**src/sv/statement_lexer_defines.svh**
```systemverilog
// Assertion helpers shared by the lexer RTL.
`ifndef STATEMENT_LEXER_DEFINES_SVH
`define STATEMENT_LEXER_DEFINES_SVH

// Check a condition at every rising clock edge outside reset.
`define STL_ASSERT_ALWAYS(label, cond, msg) \
    label: assert property (@(posedge aclk) disable iff (!aresetn) (cond)) \
        else $error(msg);

// Check that an antecedent implies a consequent in the same cycle.
`define STL_ASSERT_IMPLY(label, ante, cons, msg) \
    label: assert property (@(posedge aclk) disable iff (!aresetn) \
        (ante) |-> (cons)) else $error(msg);

`endif

```
**src/sv/stl_pkg.sv**
```systemverilog
package stl_pkg;

    localparam int unsigned MAX_LEXEME_DEF = 255;
    localparam int unsigned QUEUE_DEPTH    = 4;
    localparam int unsigned QUEUE_AW       = $clog2(QUEUE_DEPTH);
    localparam int unsigned QUEUE_CW       = $clog2(QUEUE_DEPTH + 1);
    localparam int unsigned TDATA_OUT_W    = 80;
    localparam logic [23:0] LINE_MAX       = 24'hFFFFFF;

    localparam logic [7:0] CH_NUL   = 8'h00;
    localparam logic [7:0] CH_TAB   = 8'h09;
    localparam logic [7:0] CH_LF    = 8'h0A;
    localparam logic [7:0] CH_CR    = 8'h0D;
    localparam logic [7:0] CH_SPACE = 8'h20;
    localparam logic [7:0] CH_STAR  = 8'h2A;
    localparam logic [7:0] CH_PLUS  = 8'h2B;
    localparam logic [7:0] CH_MINUS = 8'h2D;
    localparam logic [7:0] CH_SLASH = 8'h2F;
    localparam logic [7:0] CH_COLON = 8'h3A;
    localparam logic [7:0] CH_SEMI  = 8'h3B;
    localparam logic [7:0] CH_EQ    = 8'h3D;

    typedef enum logic [2:0] {
        MODE_IDLE  = 3'd0,
        MODE_NUM   = 3'd1,
        MODE_ID    = 3'd2,
        MODE_COLON = 3'd3,
        MODE_HALT  = 3'd4
    } mode_t;

    typedef enum logic [2:0] {
        KIND_STMT_END = 3'd0,
        KIND_NUMBER   = 3'd1,
        KIND_IDENT    = 3'd2,
        KIND_OPERATOR = 3'd3,
        KIND_ASSIGN   = 3'd4,
        KIND_ERROR    = 3'd5
    } kind_t;

    typedef enum logic [1:0] {
        ERR_NONE     = 2'd0,
        ERR_ILLEGAL  = 2'd1,
        ERR_COLON    = 2'd2,
        ERR_TOO_LONG = 2'd3
    } err_t;

    typedef struct packed {
        kind_t       kind;
        logic [31:0] start_pos;
        logic [7:0]  lexeme_length;
        logic [23:0] line_number;
        err_t        error_code;
        logic [7:0]  bad_char;
        logic        last;
    } res_t;

    typedef struct packed {
        logic [1:0] push_cnt;
        res_t       res0;
        res_t       res1;
    } core_out_t;

endpackage

```
**src/sv/stl_core.sv**
```systemverilog
module stl_core #(
    parameter int unsigned MAX_LEXEME = stl_pkg::MAX_LEXEME_DEF
) (
    input  logic              aclk,
    input  logic              aresetn,
    input  logic              in_fire,
    input  logic [7:0]        ch,
    output stl_pkg::core_out_t core_out
);
    import stl_pkg::*;

    localparam logic [7:0] MAX_LEN = 8'(MAX_LEXEME);

    mode_t       mode_reg, mode_next;
    logic [31:0] lex_start_reg, lex_start_next;
    logic [7:0]  lex_len_reg, lex_len_next;
    logic [7:0]  lex_first_reg, lex_first_next;
    logic [31:0] byte_pos_reg, byte_pos_next;
    logic [23:0] line_reg, line_next;
    logic [23:0] lex_line_reg, lex_line_next;

    logic  is_digit, is_letter, is_op, is_sep;
    logic  idle_emit, idle_begin;
    kind_t idle_kind;
    err_t  idle_err;
    mode_t idle_mode;
    logic  more, too_long;
    res_t  idle_res, term_res;

    // Character classes
    always_comb begin
        is_digit  = (ch >= 8'h30) && (ch <= 8'h39);
        is_letter = ((ch >= 8'h61) && (ch <= 8'h7A)) || ((ch >= 8'h41) && (ch <= 8'h5A));
        is_op     = (ch == CH_PLUS) || (ch == CH_MINUS) || (ch == CH_STAR) || (ch == CH_SLASH);
        is_sep    = (ch == CH_NUL) || (ch == CH_SPACE) || (ch == CH_TAB) ||
                    (ch == CH_CR) || (ch == CH_LF);
    end

    // Decode of a byte seen in idle mode
    always_comb begin
        idle_emit  = 1'b0;
        idle_begin = 1'b0;
        idle_kind  = KIND_STMT_END;
        idle_err   = ERR_NONE;
        idle_mode  = MODE_IDLE;
        if (ch == CH_SEMI) begin
            idle_emit = 1'b1;
        end else if (is_op) begin
            idle_emit = 1'b1;
            idle_kind = KIND_OPERATOR;
        end else if (ch == CH_COLON) begin
            idle_begin = 1'b1;
            idle_mode  = MODE_COLON;
        end else if (is_digit) begin
            idle_begin = 1'b1;
            idle_mode  = MODE_NUM;
        end else if (is_letter) begin
            idle_begin = 1'b1;
            idle_mode  = MODE_ID;
        end else if (!is_sep) begin
            idle_emit = 1'b1;
            idle_kind = KIND_ERROR;
            idle_err  = ERR_ILLEGAL;
            idle_mode = MODE_HALT;
        end
        idle_res = '{kind: idle_kind, start_pos: byte_pos_reg, lexeme_length: 8'd1,
                     line_number: line_reg, error_code: idle_err, bad_char: ch,
                     last: 1'b0};
    end

    always_comb begin
        more     = is_digit || ((mode_reg == MODE_ID) && is_letter);
        too_long = lex_len_reg >= MAX_LEN;
        term_res = '{kind: (mode_reg == MODE_NUM) ? KIND_NUMBER : KIND_IDENT,
                     start_pos: lex_start_reg, lexeme_length: lex_len_reg,
                     line_number: lex_line_reg, error_code: ERR_NONE,
                     bad_char: lex_first_reg, last: 1'b0};
    end

    // Next state
    always_comb begin
        mode_next      = mode_reg;
        lex_start_next = lex_start_reg;
        lex_len_next   = lex_len_reg;
        lex_first_next = lex_first_reg;
        byte_pos_next  = byte_pos_reg;
        line_next      = line_reg;
        lex_line_next  = lex_line_reg;
        if (in_fire && (mode_reg != MODE_HALT)) begin
            byte_pos_next = byte_pos_reg + 32'd1;
            if ((ch == CH_LF) && (line_reg != LINE_MAX)) begin
                line_next = line_reg + 24'd1;
            end
            unique case (mode_reg)
                MODE_NUM, MODE_ID: begin
                    if (more) begin
                        if (too_long) begin
                            mode_next = MODE_HALT;
                        end else begin
                            lex_len_next = lex_len_reg + 8'd1;
                        end
                    end else begin
                        mode_next = idle_mode;
                    end
                end
                MODE_COLON: begin
                    mode_next = (ch == CH_EQ) ? MODE_IDLE : MODE_HALT;
                end
                default: begin
                    mode_next = idle_mode;
                end
            endcase
            // A byte seen in idle mode, or one that terminates a lexeme, may open a new lexeme
            if ((mode_reg != MODE_COLON) && !((mode_reg != MODE_IDLE) && more) && idle_begin) begin
                lex_start_next = byte_pos_reg;
                lex_len_next   = 8'd1;
                lex_first_next = ch;
                lex_line_next  = line_reg;
            end
        end
    end

    // Results
    always_comb begin
        core_out = '0;
        if (in_fire && (mode_reg != MODE_HALT)) begin
            unique case (mode_reg)
                MODE_NUM, MODE_ID: begin
                    if (more) begin
                        if (too_long) begin
                            core_out.push_cnt = 2'd1;
                            core_out.res0 = '{kind: KIND_ERROR, start_pos: lex_start_reg,
                                              lexeme_length: lex_len_reg,
                                              line_number: lex_line_reg,
                                              error_code: ERR_TOO_LONG, bad_char: ch,
                                              last: 1'b1};
                        end
                    end else begin
                        core_out.res0 = term_res;
                        if (idle_emit) begin
                            core_out.push_cnt = 2'd2;
                            core_out.res1 = idle_res;
                            core_out.res1.last = 1'b1;
                        end else begin
                            core_out.push_cnt = 2'd1;
                            core_out.res0.last = 1'b1;
                        end
                    end
                end
                MODE_COLON: begin
                    core_out.push_cnt = 2'd1;
                    if (ch == CH_EQ) begin
                        core_out.res0 = '{kind: KIND_ASSIGN, start_pos: lex_start_reg,
                                          lexeme_length: 8'd2, line_number: lex_line_reg,
                                          error_code: ERR_NONE, bad_char: lex_first_reg,
                                          last: 1'b1};
                    end else begin
                        core_out.res0 = '{kind: KIND_ERROR, start_pos: lex_start_reg,
                                          lexeme_length: 8'd1, line_number: lex_line_reg,
                                          error_code: ERR_COLON, bad_char: ch,
                                          last: 1'b1};
                    end
                end
                default: begin
                    if (idle_emit) begin
                        core_out.push_cnt = 2'd1;
                        core_out.res0 = idle_res;
                        core_out.res0.last = 1'b1;
                    end
                end
            endcase
        end
    end

    always_ff @(posedge aclk) begin
        if (!aresetn) begin
            mode_reg      <= MODE_IDLE;
            lex_start_reg <= '0;
            lex_len_reg   <= '0;
            lex_first_reg <= '0;
            byte_pos_reg  <= '0;
            line_reg      <= 24'd1;
            lex_line_reg  <= 24'd1;
        end else begin
            mode_reg      <= mode_next;
            lex_start_reg <= lex_start_next;
            lex_len_reg   <= lex_len_next;
            lex_first_reg <= lex_first_next;
            byte_pos_reg  <= byte_pos_next;
            line_reg      <= line_next;
            lex_line_reg  <= lex_line_next;
        end
    end

endmodule

```
**src/sv/stl_queue.sv**
```systemverilog
module stl_queue (
    input  logic               aclk,
    input  logic               aresetn,
    input  stl_pkg::core_out_t push,
    output logic               room,
    output logic               out_valid,
    input  logic               out_ready,
    output stl_pkg::res_t      out_res
);
    import stl_pkg::*;

    res_t                mem [QUEUE_DEPTH];
    logic [QUEUE_AW-1:0] wr_ptr_reg, wr_ptr_next;
    logic [QUEUE_AW-1:0] rd_ptr_reg, rd_ptr_next;
    logic [QUEUE_CW-1:0] count_reg, count_next;
    logic                pop;

    always_comb begin
        room        = count_reg <= QUEUE_CW'(QUEUE_DEPTH - 2);
        out_valid   = count_reg != '0;
        out_res     = mem[rd_ptr_reg];
        pop         = out_valid && out_ready;
        wr_ptr_next = wr_ptr_reg + QUEUE_AW'(push.push_cnt);
        rd_ptr_next = rd_ptr_reg + QUEUE_AW'(pop);
        count_next  = count_reg + QUEUE_CW'(push.push_cnt) - QUEUE_CW'(pop);
    end

    always_ff @(posedge aclk) begin
        if (push.push_cnt != 2'd0) begin
            mem[wr_ptr_reg] <= push.res0;
        end
        if (push.push_cnt == 2'd2) begin
            mem[wr_ptr_reg + QUEUE_AW'(1)] <= push.res1;
        end
    end

    always_ff @(posedge aclk) begin
        if (!aresetn) begin
            wr_ptr_reg <= '0;
            rd_ptr_reg <= '0;
            count_reg  <= '0;
        end else begin
            wr_ptr_reg <= wr_ptr_next;
            rd_ptr_reg <= rd_ptr_next;
            count_reg  <= count_next;
        end
    end

endmodule

```
**src/sv/statement_lexer.sv**
```systemverilog
// Results are registered in a four-entry result queue and offered on m_tvalid in order.
// Throughput: one byte per cycle while s_tready is high; a byte can yield two results, drained
// at one per cycle while m_tready is high, and s_tready drops when fewer than two slots are free.
// Reset (aresetn low, synchronous): idle mode, position zero, line one, queue empty.
// After any error result the block takes and discards bytes until reset.
`include "statement_lexer_defines.svh"

module statement_lexer #(
    parameter int unsigned MAX_LEXEME = stl_pkg::MAX_LEXEME_DEF
) (
    input  logic                            aclk,
    input  logic                            aresetn,
    input  logic                            s_tvalid,
    output logic                            s_tready,
    input  logic [7:0]                      s_tdata,  // [7:0] ch
    output logic                            m_tvalid,
    input  logic                            m_tready,
    // [2:0] token_kind, [34:3] start_pos, [42:35] lexeme_length,
    // [66:43] line_number, [68:67] error_code, [76:69] bad_char, rest zero
    output logic [stl_pkg::TDATA_OUT_W-1:0] m_tdata,
    output logic                            m_tlast
);
    import stl_pkg::*;

    core_out_t core_out;
    res_t      out_res;
    logic      room;
    logic      in_fire;

    assign s_tready = room;
    assign in_fire  = s_tvalid && room;

    stl_core #(
        .MAX_LEXEME(MAX_LEXEME)
    ) u_core (
        .aclk    (aclk),
        .aresetn (aresetn),
        .in_fire (in_fire),
        .ch      (s_tdata),
        .core_out(core_out)
    );

    stl_queue u_queue (
        .aclk     (aclk),
        .aresetn  (aresetn),
        .push     (core_out),
        .room     (room),
        .out_valid(m_tvalid),
        .out_ready(m_tready),
        .out_res  (out_res)
    );

    assign m_tdata = {3'b000, out_res.bad_char, out_res.error_code, out_res.line_number,
                      out_res.lexeme_length, out_res.start_pos, out_res.kind};
    assign m_tlast = out_res.last;

    `STL_ASSERT_IMPLY(a_two_results_order, core_out.push_cnt == 2'd2,
        core_out.res1.last && !core_out.res0.last && core_out.res0.kind != KIND_ERROR,
        "second result must be the last and follow a token")
    `STL_ASSERT_IMPLY(a_error_is_last, m_tvalid && out_res.kind == KIND_ERROR,
        m_tlast && out_res.error_code != ERR_NONE, "error result must close the request")
    `STL_ASSERT_IMPLY(a_token_no_error, m_tvalid && out_res.kind != KIND_ERROR,
        out_res.error_code == ERR_NONE, "token result carries an error code")
    `STL_ASSERT_ALWAYS(a_no_push_without_accept, in_fire || core_out.push_cnt == 2'd0,
        "result produced without an accepted byte")

endmodule

```
**config.mk**
```make
export PLATFORM = sky130hd
export DESIGN_NAME = statement_lexer
export DESIGN_NICKNAME = d
export VERILOG_FILES = /design/src/sv/stl_pkg.sv /design/src/sv/stl_core.sv /design/src/sv/stl_queue.sv /design/src/sv/statement_lexer.sv
export VERILOG_INCLUDE_DIRS = /design/src /design/src/sv
export SDC_FILE = /design/constraint.sdc
export NUM_CORES = 1
export LEC_CHECK = 0
export ABC_AREA = 0
export BUFFER_PORTS_ARGS = -buffer_cell sky130_fd_sc_hd__buf_2
export CAP_MARGIN = 30
export CORE_MARGIN = 2
export CORE_UTILIZATION = 30
export DETAILED_ROUTE_END_ITERATION = 10
export GPL_TIMING_DRIVEN = 0
export PLACE_DENSITY = 0.52
export SETUP_SLACK_MARGIN = 0.1
export SYNTH_ARGS = -nofsm -noshare
export SYNTH_HDL_FRONTEND = slang
export SYNTH_HIERARCHICAL = 1
export SYNTH_SLANG_ARGS = --single-unit
```
**constraint.sdc**
```tcl
create_clock -name aclk -period 9 [get_ports aclk]
set_clock_uncertainty 0.2 [all_clocks]
set_input_delay 1.35 -clock aclk [delete_from_list [all_inputs] [get_ports aclk]]
set_output_delay 1.35 -clock aclk [all_outputs]
set_load 0.02 [all_outputs]
```
==> qor.csv, run 1 <==
metric,value,unit
layout cells sized above 1,31.7,%
die height,282,µm
met2 WL,30000,µm
post-synth top area share,40.3,%
wl on met1,29100,µm
critical-path maximum fanout,10,
status,"complete, no violations",
post-synthesis cell area,23200,µm²
Final Non-Filler Cells,3043,
cts bufs inserted,49,
period utilization,63.1,%
WHS,246,ps
cell internal pwr,4140,µW
Final Wtd Congestion,0.822,
Starting DRT DRC Count,907,
Die Wd,282,µm
max layer used,met5,
Tot GR Track Use,16.0,%
# fillers,7626,
sw frac,29.8,%
Synth-to-Final Area Change,15.9,%
grt total ovfl,0,
core area,77100,µm²
met3 wire len,2750,µm
clk buf depth,3,
TritonRoute pass-1 iters,5,
fmax,176,MHz
max reg flops,312,
Mapped Cells,1799,
nets,1984,
asr flop ratio synth,0,%
CP arrival,5800,ps
RSZ-0062 raised after global routing,false,
Worst EP required,9120,ps
most frequent cell after synthesis,edfxtp_1,
PnR worst setup slack,3320,ps
DRC Markers,0,
CP peak stage delay,590,ps
crit path capture type,register,
max-cap violation count,0,
Synth Flop Type,edfxtp_1,
io pins,95,
placed insts,2954,
routed len/inst,20.8,µm
worst-margin pin slew,1010,ps
post-route ant nets,0,
Via-to-Cell Ratio,4.85,
HP Class,register to register,
Post-Route WL,63300,µm
worst skew pair latency,590,ps
first-pass GRT wire length,95800,µm
P_sw,1760,µW
initial antenna violation count,5,
row cnt,102,
Final Hold Vio Count,0,
Synth area leaders,"edfxtp_1 (40%), mux2_2 (14%), dfxtp_1 (12%)",
# clock sinks,450,
Setup CP Type,primary input to register,
post-synthesis sequential area ratio,52.2,%
setup tns final,0,ps
"Cell Chain, Critical Path",buf_2 > buf_2 > and4bb_1 > and2_1 > a21o_1 > clkbuf_1 > a21oi_1 > a21oi_1 > buf_4 > buf_4 > nand4b_1 > buf_2 > buf_6 > mux2_2,
die area,79700,µm²
Netlist cell types,63,
detailed placement HPWL,43400,µm
Tmin final,5680,ps
Max VDD drop,147,µV
Gate power share,25.0,%
post-CTS setup buffer count,0,
leading cell types by count after synthesis,"edfxtp_1 (312), mux2_2 (291), nand2_1 (164)",
yosys warns,6,
Power Density,219,nW/µm²
clock-pin slew on the worst setup and hold paths,60,ps
CP Launch Type,primary input,
cell repeated most along the worst path,buf_2,
Slew Limit Fails,0,
PortBufs,90,
Post-synth EDFFs,312,
Final Setup Violations,0,
Mean Syn Cell Area,12.9,µm²
Leak Pwr,0.00952,µW
Clock Tree Root,clkbuf_16,
Synth Register Bits,450,
H-tree Lvls,2,
worst relative slew slack,32.5,%
pre-CTS WS,2850,ps
routed vias,14800,
CTS Hold Bufs,0,
CP max-delay cell,nand4b_1,
TritonCTS clock tree,built,
Pwr Total,5910,µW
vias in the first global route,15200,
sequential power share,41.9,%
largest net degree at the start of global routing,26,
# resized after CTS,0,
Initial Util,30.1,%
clock power share,33.1,%
cell type with the largest total area after synthesis,edfxtp_1,
kinds of logic (layout without fill, tap and decap cells):
family	after synthesis	after routing	synth area share (%)
other	2	12	0.0323
buffers and inverters	152	346	3.32
DFF	450	450	52.2
and+or+nand+nor	533	533	12.6
AOI/OAI and AO/OA	137	137	3.44
xor gates and xnor gates	60	60	2.38
muxes	458	458	25.6
adders and majority gates	7	7	0.409
through the flow:
step | util [%] | cell area, µm²
3_3_place_gp | 32.4 | 25000
5_1_grt | 34.9 | 26900
6_report | 34.9 | 26900
4_1_cts | 34.9 | 26900
2_1_floorplan | - | 23300
3_5_place_dp | 32.9 | 25400
layout make-up:
cell class / count / area (µm²) / area share, %
diodes: 1 / 2.50 / 0.00930
plain buffers: 141 / 731 / 2.71
clock buffers: 68 / 1370 / 5.08
clock inverters: 20 / 163 / 0.604
inverters: 11 / 41.3 / 0.153
multi-input cells: 1206 / 10400 / 38.6
flip-flops and latches: 450 / 12100 / 45.1
well taps: 1040 / 1300 / 4.83
repair buffers: 106 / 791 / 2.94
cell usage in the layout, fill, tap and decap left out, types with 22 or more instances in the layout:
master / instances
a21oi_1: 79
and2_1: 121
buf_2: 134
buf_4: 25
clkbuf_1: 77
clkbuf_16: 49
dfxtp_1: 138
edfxtp_1: 312
mux2_2: 291
mux2i_1: 68
mux4_2: 78
nand2_1: 164
nand3_1: 39
nor2_1: 32
nor2b_1: 75
xnor2_1: 36
xor2_1: 22
layer usage:
| metal | vias up | GRT usage, % |
|---|---|---|
| li1 | 6962 | - |
| met1 | 7375 | 21.8 |
| met2 | 340 | 26.2 |
| met3 | 85 | 2.40 |
| met4 | 2 | 4.59 |
| met5 | - | 0 |
worst max-delay path, delay by kind of cell:
family | cells | cell delay, ps
mux | 1 | 350
buf+inv | 7 | 1970
simple gates | 3 | 1220
compound gates | 3 | 900
path summary, 6_finish.rpt:
path	startpoint	end	slack, ps	cells past startpoint
max	s_tdata[5]	u_queue/mem[0][60]	3320	14
min	u_core/lex_first_reg[7]	u_core/lex_first_reg[7]	250	2
min reg2reg	u_core/lex_first_reg[7]	u_core/lex_first_reg[7]	250	2
max reg2reg	u_queue/count_reg[0]	u_queue/mem[0][60]	3840	13
power groups by stage:
| stage | clock network, µW | registers (µW) | logic, µW |
|---|---|---|---|
| 2_1_floorplan | 0 | 2530 | 937 |
| 3_3_place_gp | 0 | 2580 | 1430 |
| 3_5_place_dp | 0 | 2520 | 1510 |
| 4_1_cts | 2010 | 2480 | 1520 |
| 5_1_grt | 2080 | 2490 | 1590 |
| 6_report | 1960 | 2470 | 1480 |
Power figures use the tool's default switching activity.
==> inputs of run 2 (changes only) <==
==> constraint.sdc (replaced) <==
create_clock -name aclk -period 5.6 [get_ports aclk]
set_clock_uncertainty 0.2 [all_clocks]
set_input_delay 0.84 -clock aclk [delete_from_list [all_inputs] [get_ports aclk]]
set_output_delay 0.84 -clock aclk [all_outputs]
set_load 0.02 [all_outputs]
==> qor.csv, run 2 (synthesis results as in run 1) <==
metric,value,unit
Tot GR Track Use,15.7,%
post-route ant nets,0,
vias in the first global route,15200,
row cnt,102,
Max VDD drop,205,µV
CP arrival,5330,ps
Via-to-Cell Ratio,4.84,
FF+latch area,12100,µm²
post-CTS setup buffer count,0,
Setup CP Type,register to register,
Clock Tree Root,clkbuf_16,
TritonRoute pass-1 iters,5,
layout cells sized above 1,31.8,%
status,"complete, no violations",
Tmin final,5210,ps
initial antenna violation count,2,
Synth-to-Final Area Change,16.1,%
nets,1982,
first-pass GRT wire length,94900,µm
io pins,95,
core area,77100,µm²
die height,282,µm
Slew Limit Fails,0,
PortBufs,90,
Leak Pwr,0.00954,µW
routed len/inst,20.5,µm
TritonCTS clock tree,built,
DRC Markers,0,
"most common cell after layout, fill and taps aside",edfxtp_1,
critical-path maximum fanout,10,
Final Hold Vio Count,0,
worst relative slew slack,34.3,%
Starting DRT DRC Count,993,
# resized after CTS,0,
routed vias,14700,
Final Non-Filler Cells,3045,
Post-Route WL,62400,µm
Worst EP required,5730,ps
# fillers,7568,
HP Class,register to register,
RSZ-0062 raised after global routing,false,
Die Wd,282,µm
Final Wtd Congestion,0.876,
H-tree Lvls,2,
"commonest cells after routing, fill and taps aside","edfxtp_1 (312), mux2_2 (291), nand2_1 (164)",
grt total ovfl,0,
die area,79700,µm²
largest net degree at the start of global routing,23,
CTS Hold Bufs,0,
worst-margin pin slew,986,ps
Finished Core Util,35.0,%
fmax,192,MHz
max reg flops,312,
clk buf depth,3,
area of the multi-input gates,10400,µm²
Power Density,355,nW/µm²
cts bufs inserted,49,
clock-pin slew on the worst setup and hold paths,60,ps
period utilization,93.0,%
worst skew pair latency,590,ps
max-cap violation count,0,
crit path capture type,register,
placed insts,2952,
detailed placement HPWL,42700,µm
setup tns final,0,ps
CP Launch Type,register,
Initial Util,30.1,%
Final Setup Violations,0,
# clock sinks,450,
-- run 2: cell types whose count changed in the layout (fill, tap and decap cells not counted), moves of 2 or more --
cell / delta
buf_8: -2
clkinv_1: -6
clkbuf_16: +3
clkbuf_1: +4
-- run 2: metal layers --
metal  share of wire, %  GRT usage [%]
met1                 45           20.9
met2                 48           26.2
met3                4.2           2.38
met4                2.8           5.10
met5              0.037              0
-- run 2: worst paths after layout --
| path | from | to | slack, ps | cells past startpoint |
|---|---|---|---|---|
| max | u_core/mode_reg[2] | u_queue/mem[1][51] | 390 | 13 |
| min | u_core/lex_first_reg[7] | u_core/lex_first_reg[7] | 240 | 2 |
| max reg2reg | u_core/mode_reg[2] | u_queue/mem[1][51] | 390 | 13 |
| min reg2reg | u_core/lex_first_reg[7] | u_core/lex_first_reg[7] | 240 | 2 |
-- run 2: where the power goes --
group	internal, µW	switching (µW)	leakage (µW)
clock	1920	1340	0.000788
sequential	3900	77.9	0.00414
combinational	924	1420	0.00460
total	6740	2830	0.00954
-- run 2: final cells by class --
cell class	count	area share [%]
Timing Repair Buffer	104	2.79
Buffer	141	2.71
Multi-Input combinational cell	1206	38.5
Inverter	11	0.153
Antenna cell	2	0.0186
Sequential cell	450	45.0
Tap cell	1040	4.83
Clock buffer	75	5.38
Clock inverter	16	0.580
-- run 2: critical path: stages (launching register included) --
cell      delay (ps)
dfxtp_1          360
buf_2            220
or3b_2           500
nand2_1          120
clkbuf_1         500
a211o_1          190
clkbuf_1         490
a21oi_1          250
buf_4            220
buf_4            160
nor4b_4          760
buf_4            390
buf_6            230
mux2_1           350
-- run 2: per-stage QoR --
step	total power, µW	setup slack, ps	hold WS, ps	cell area, µm²
after floorplan	5550	139	205	23300
after global placement	6360	-2940	250	25000
after detailed placement	6460	7.43	225	25400
after CTS	9740	447	238	27000
after global routing	10000	157	252	27000
final	9570	394	243	27000
